### src/rtl/pbs_pkg.sv
// Package for the projection bands stream core: widths, constants, FSM state type, command and status structs.
// No dependencies.
`default_nettype none
package pbs_pkg;
   localparam int MAX_WINDOW  = 64;
   localparam int PRICE_BITS  = 32;
   localparam int IDX_BITS    = $clog2(MAX_WINDOW);
   localparam int WIN_BITS    = 7;
   localparam int NUM_BITS    = 50;
   localparam int DEN_BITS    = 18;
   localparam int QUO_BITS    = 54;
   localparam int ACC_BITS    = 64;
   localparam logic [WIN_BITS-1:0] WINDOW_RESET = 7'd20;

   typedef enum logic [2:0] {
      ST_IDLE,
      ST_UPDATE,
      ST_LOAD,
      ST_DIVIDE,
      ST_SCAN,
      ST_FINISH,
      ST_OUTPUT
   } state_type;

   typedef struct packed {
      logic start_update;
      logic start_divide;
      logic div_step;
      logic start_scan;
      logic scan_step;
      logic finish;
      logic load_out;
   } cmd_type;

   typedef struct packed {
      logic window_full;
      logic div_last;
      logic scan_last;
      logic out_busy;
   } status_type;
endpackage
`default_nettype wire

### src/rtl/pbs_control.sv
// Controller state machine for the projection bands core.
// Depends on pbs_pkg.
`default_nettype none
module pbs_control (
   input  wire logic               clock,
   input  wire logic               reset,
   input  wire logic               req_fire,
   input  wire pbs_pkg::status_type status,
   output pbs_pkg::cmd_type        cmd,
   output logic                    busy
);
   import pbs_pkg::*;
   state_type state_ff, state_in;

   // next state
   always_comb begin
      state_in = state_ff;
      unique case (state_ff)
         ST_IDLE:   if (req_fire) state_in = ST_UPDATE;
         ST_UPDATE: state_in = status.window_full ? ST_LOAD : ST_IDLE;
         ST_LOAD:   state_in = ST_DIVIDE;
         ST_DIVIDE: if (status.div_last) state_in = ST_SCAN;
         ST_SCAN:   if (status.scan_last) state_in = ST_FINISH;
         ST_FINISH: state_in = ST_OUTPUT;
         ST_OUTPUT: if (!status.out_busy) state_in = ST_IDLE;
         default:   state_in = ST_IDLE;
      endcase
   end

   // outputs
   always_comb begin
      cmd = '0;
      busy = 1'b1;
      unique case (state_ff)
         ST_IDLE: begin
            busy = 1'b0;
            cmd.start_update = req_fire;
         end
         ST_UPDATE: cmd = '0;
         ST_LOAD:   cmd.start_divide = 1'b1;
         ST_DIVIDE: begin
            cmd.div_step = 1'b1;
            cmd.start_scan = status.div_last;
         end
         ST_SCAN:   cmd.scan_step = 1'b1;
         ST_FINISH: cmd.finish = 1'b1;
         ST_OUTPUT: cmd.load_out = !status.out_busy;
         default:   busy = 1'b1;
      endcase
   end

   always_ff @(posedge clock) begin
      if (reset) state_ff <= ST_IDLE;
      else       state_ff <= state_in;
   end

   property p_no_accept_busy;
      @(posedge clock) disable iff (reset) (state_ff != ST_IDLE) |-> !cmd.start_update;
   endproperty
   a_no_accept_busy: assert property (p_no_accept_busy) else $error("accept while busy");
   a_scan_after_div: assert property (@(posedge clock) disable iff (reset)
      cmd.start_scan |=> state_ff == ST_SCAN) else $error("scan not entered");
   a_out_done: assert property (@(posedge clock) disable iff (reset)
      cmd.load_out |=> state_ff == ST_IDLE) else $error("output not retired");
endmodule
`default_nettype wire

### config.mk
export PLATFORM = sky130hd
export DESIGN_NAME = pbs_control
export DESIGN_NICKNAME = d
export VERILOG_FILES = /design/src/rtl/pbs_pkg.sv /design/src/rtl/pbs_control.sv
export SDC_FILE = /design/constraint.sdc
export NUM_CORES = 1
export LEC_CHECK = 0
export BUFFER_PORTS_ARGS = -buffer_cell sky130_fd_sc_hd__buf_2
export CORE_AREA = 2 2 39 41
export DETAILED_ROUTE_END_ITERATION = 12
export DIE_AREA = 0 0 41 43
export HOLD_SLACK_MARGIN = 0.05
export PLACE_DENSITY_LB_ADDON = 0.25
export RECOVER_POWER = 25
export SLEW_MARGIN = 20
export SYNTH_ARGS = -nofsm -noshare
export SYNTH_HDL_FRONTEND = slang
export SYNTH_SLANG_ARGS = --single-unit
### constraint.sdc
create_clock -name clock -period 2.45 [get_ports clock]
set_input_delay 0.245 -clock clock [delete_from_list [all_inputs] [get_ports clock]]
set_output_delay 0.245 -clock clock [all_outputs]
set_load 0.01 [all_outputs]
# [Word level (Yosys, flattened, before mapping)]
# Cells that the tools add are included.
[classes] n_eq_ne=10 muxes=13 reduce_logical=3
[ops] op="$pmux W3 S7" n=1
[ops] op="$mux W3" n=4
[ops] op="$eq A3 B3 Y1 const B" n=3
[ops] op="$ne A2 B2 Y1 const B" n=4
[ops] op="$eq A3 B2 Y1 const B" n=2
[ops] op="$mux W1" n=6
[ops] op="$mux W2" n=2
[ops] op="$reduce_and A4 Y1" n=1
[ops] op="$eq A3 B1 Y1 const B" n=1
[ops] op="$logic_not A3 Y1" n=1
[ops] op="$logic_not A1 Y1" n=1
[totals] register_bits=3 inputBits=7 output_inout_bits=8 wordCells=27

# [Longest topological paths before layout]
[logic_depth] ltp_word=3 mapped_depth=4 ltp_nobuf=3

# [Worst setup path after synthesis]
# OpenSTA, ideal clock, no wires.
[synth_path] path_kind="register -> output" from="reg state_ff[0]" to="out cmd[6] (netlist name)" arrival_time_ps=1044 t_required_ps=2205 setup_slack_ps=1161 stages_incl_launch_ff=4 path_buffers=1 path_cell_list="dfxtp_1 > buf_2 > or3_1 > nor2_1"
[synth_rtl] item="from (decl)" line_no="pbs_control.sv:13" rtl="state_type state_ff, state_in;"
[synth_rtl] item="from (signal assigned)" line_no="pbs_control.sv:54" rtl="else state_ff <= state_in;"
[synth_rtl] item="to (decl)" line_no="pbs_control.sv:9" rtl="output pbs_pkg::cmd_type cmd,"

==> results.py <==
metrics = {
    "global_routing": {
        "grt_pass1_wl_microns": 841,
        "grt_overflow": 0,
        "met2_usage_pct": 8.75,
        "use_met3_pct": 6.28,
        "grt_pass1_vias": 217,
        "grt_antenna_before_repair": 0,
        "track_usage_pct": 7.22,
        "grt_max_degree": 11,
        "top_usage_layer": "met1",
        "grt_use_met1_pct": 9.29,
    },
    "power_and_ir_drop": {
        "pwr-share-seq_pct": 33.9,
        "ir_drop_uv": 308,
        "power_switching_w": 0.0000393,
        "powerDensity_mw_per_mm2": 526,
        "swShare_pct": 24.0,
        "power_frac_comb_pct": 14.1,
        "leakagePower_nw": 0.164,
        "p_clk_share_pct": 52.1,
        "internal_power_w": 0.000125,
    },
    "layout": {
        "largest-register": "state_ff",
        "stdcell_area_sq_um": 312,
        "fin_nets": 53,
        "final_common_cell": "buf_2",
        "final_cell_mix": "buf_2, nor3_1, inv_1, clkbuf_4, dfxtp_1",
        "largest_reg_flops": 3,
        "drive_above_1_share_pct": 37.8,
        "areaGrowthSynthToFinish_pct": 54.7,
        "n_antenna_cell": 0,
        "top_regs": "state_ff: 3 flops",
    },
    "clock_network": {
        "cts_tree": "built",
        "clkSinkCount": 3,
        "tritoncts.num_buffers": 3,
        "ctsLongestPathBuffers": 2,
        "cts.root.buffer_cell": "clkbuf_4",
        "htreeDepth": 1,
        "cts_setup_buffers": 0,
        "postCtsHoldBufs": 0,
        "cts-resized-gates": 0,
        "clock_latency_ps": 230,
        "clkTransAtPathRegs_ps": 40,
    },
    "logic_synthesis": {
        "synthFlopType": "dfxtp_1",
        "yosys_warnings": 0,
        "avgSynthCellArea_sq_um": 7.19,
        "netlist_area_sq_um": 201,
        "ys_ff_latch": 3,
        "syn_nets": 35,
        "synth-seq-area-share_pct": 29.8,
        "async_flop_share_pct": 0,
        "synth-edff-count": 0,
        "synthCells": 28,
        "synth_cell_types": 18,
    },
    "critical_path": {
        "worstSetupEndpoint": "cmd[0]",
        "max_stage_delay_ps": 460,
        "slowest_stage": "dfxtp_1",
        "start_kind": "register",
        "r2r-start": "state_ff[1]",
        "crit_start": "state_ff[2]",
        "critPathArrivalTime_ps": 1230,
        "path_class": "reg -> out",
        "crit_required_ps": 2200,
        "endpoint_kind": "primary output",
        "rr_worst_depth": 3,
        "r2r-end": "state_ff[0]",
        "cp_cell_sequence": "or2b_1, nor3_1, buf_2",
        "reg2reg_slack_ps": 1350,
        "path_max_fanout": 10,
    },
    "routing": {
        "detail-route-antenna-nets": 0,
        "viasPerCell": 3.98,
        "initialDrtViolationCount": 1,
        "vias": 243,
        "drt_wl_total_microns": 554,
        "wire_per_inst_microns": 9.08,
        "drcViolationCount": 0,
        "drt_pass1_iterations": 2,
    },
    "floorplan": {
        "die_w_microns": 41,
        "die_h_microns": 43,
        "core_sq_mm": 0.00138,
        "start_util_pct": 14.6,
        "row_count": 14,
        "io_pins": 15,
        "die_area_sq_mm": 0.00176,
    },
    "min_path": {
        "hold_path_class": "in -> reg",
    },
    "run_status": {
        "status": "finished clean",
    },
    "place": {
        "hpwl_microns": 421,
        "place_area_sq_um": 287,
        "io_buffers": 14,
        "gp_congestion": 0.721,
    },
    "sta": {
        "finalSetupViolCount": 0,
        "tightest_slew_ps": 283,
        "fin_setup_tns_ps": 0,
        "slew_viol_final": 0,
        "timing.hold.ws_ps": 201,
        "clock_skew_ps": 0.246,
        "min_period_over_period_pct": 60.1,
        "period_needed_ps": 1470,
        "maxClockFrequency_mhz": 679,
        "hold_viol_final": 0,
        "slew_headroom_pct": 81.1,
        "rsz0062_at_grt": "false",
    },
    "job": {
        "max_cap_viol_count": 0,
    },
}
==> metal layers <==
metal  vias up  part of all wire [%]
met5         -                     0
met4         0                     0
met3         0                   8.3
met2        10                    39
met1       102                    52
li1        131                     -
==> Yosys cell counts (2+ instances only) <==
cell / number / area (sq um)
nor3_1: 4 / 20.0
a21oi_1: 2 / 10.0
nand2_1: 2 / 7.51
inv_1: 2 / 7.51
dfxtp_1: 3 / 60.1
nor2b_1: 2 / 12.5
o21ai_0: 2 / 10.0
==> cell families after synthesis <==
logic type | Yosys count | share of synthesized area [%]
AO/OA/AOI/OAI | 6 | 18.6
buffers and inverters | 4 | 8.07
flip-flops | 3 | 29.8
AND/OR/NAND/NOR | 15 | 43.5
==> critical path, delay by kind of cell (launching register included) <==
kind                   cells  cell delay [ps]
flip-flops                 1              460
AND/OR/NAND/NOR            2              400
buffers and inverters      1              150
==> through the flow <==
| stage | cells | setup slack, ps | utilization (%) | total power [W] |
|---|---|---|---|---|
| after detailed placement | 57 | 1200 | 20.7 | 0.0000804 |
| after global routing | 61 | 886 | 22.5 | 0.000180 |
| after floorplan | 28 | 1160 | - | 0.0000690 |
| after global placement | 57 | 1210 | 20.7 | 0.0000801 |
| final | 61 | 977 | 22.5 | 0.000164 |
| after CTS | 61 | 956 | 22.6 | 0.000171 |
==> power by group through the flow <==
stage          Clock (W)  Combinational [W]  Sequential (W)
2_1_floorplan          0          0.0000157       0.0000533
3_3_place_gp           0          0.0000237       0.0000564
3_5_place_dp           0          0.0000237       0.0000566
4_1_cts        0.0000912          0.0000238       0.0000557
5_1_grt        0.0000978          0.0000258       0.0000561
6_report       0.0000854          0.0000230       0.0000556
==> area by class of cell <==
cell class / count / area, sq um
well taps: 16 / 20.0
multi-input cells: 21 / 124
fillers: 165 / 1070
repair buffers: 14 / 70.1
inverters: 3 / 11.3
clock buffers: 4 / 26.3
flip-flops and latches: 3 / 60.1
==> how the worst min path moves through the flow <==
stage	start	to	slack [ps]	cells past startpoint
2_1_floorplan	reset	state_ff[0]	310	1
3_3_place_gp	reset	state_ff[2]	450	2
3_5_place_dp	reset	state_ff[2]	440	2
4_1_cts	reset	state_ff[2]	190	2
5_1_grt	reset	state_ff[2]	190	2
6_report	reset	state_ff[2]	200	2
Power figures use the tool's default switching activity.
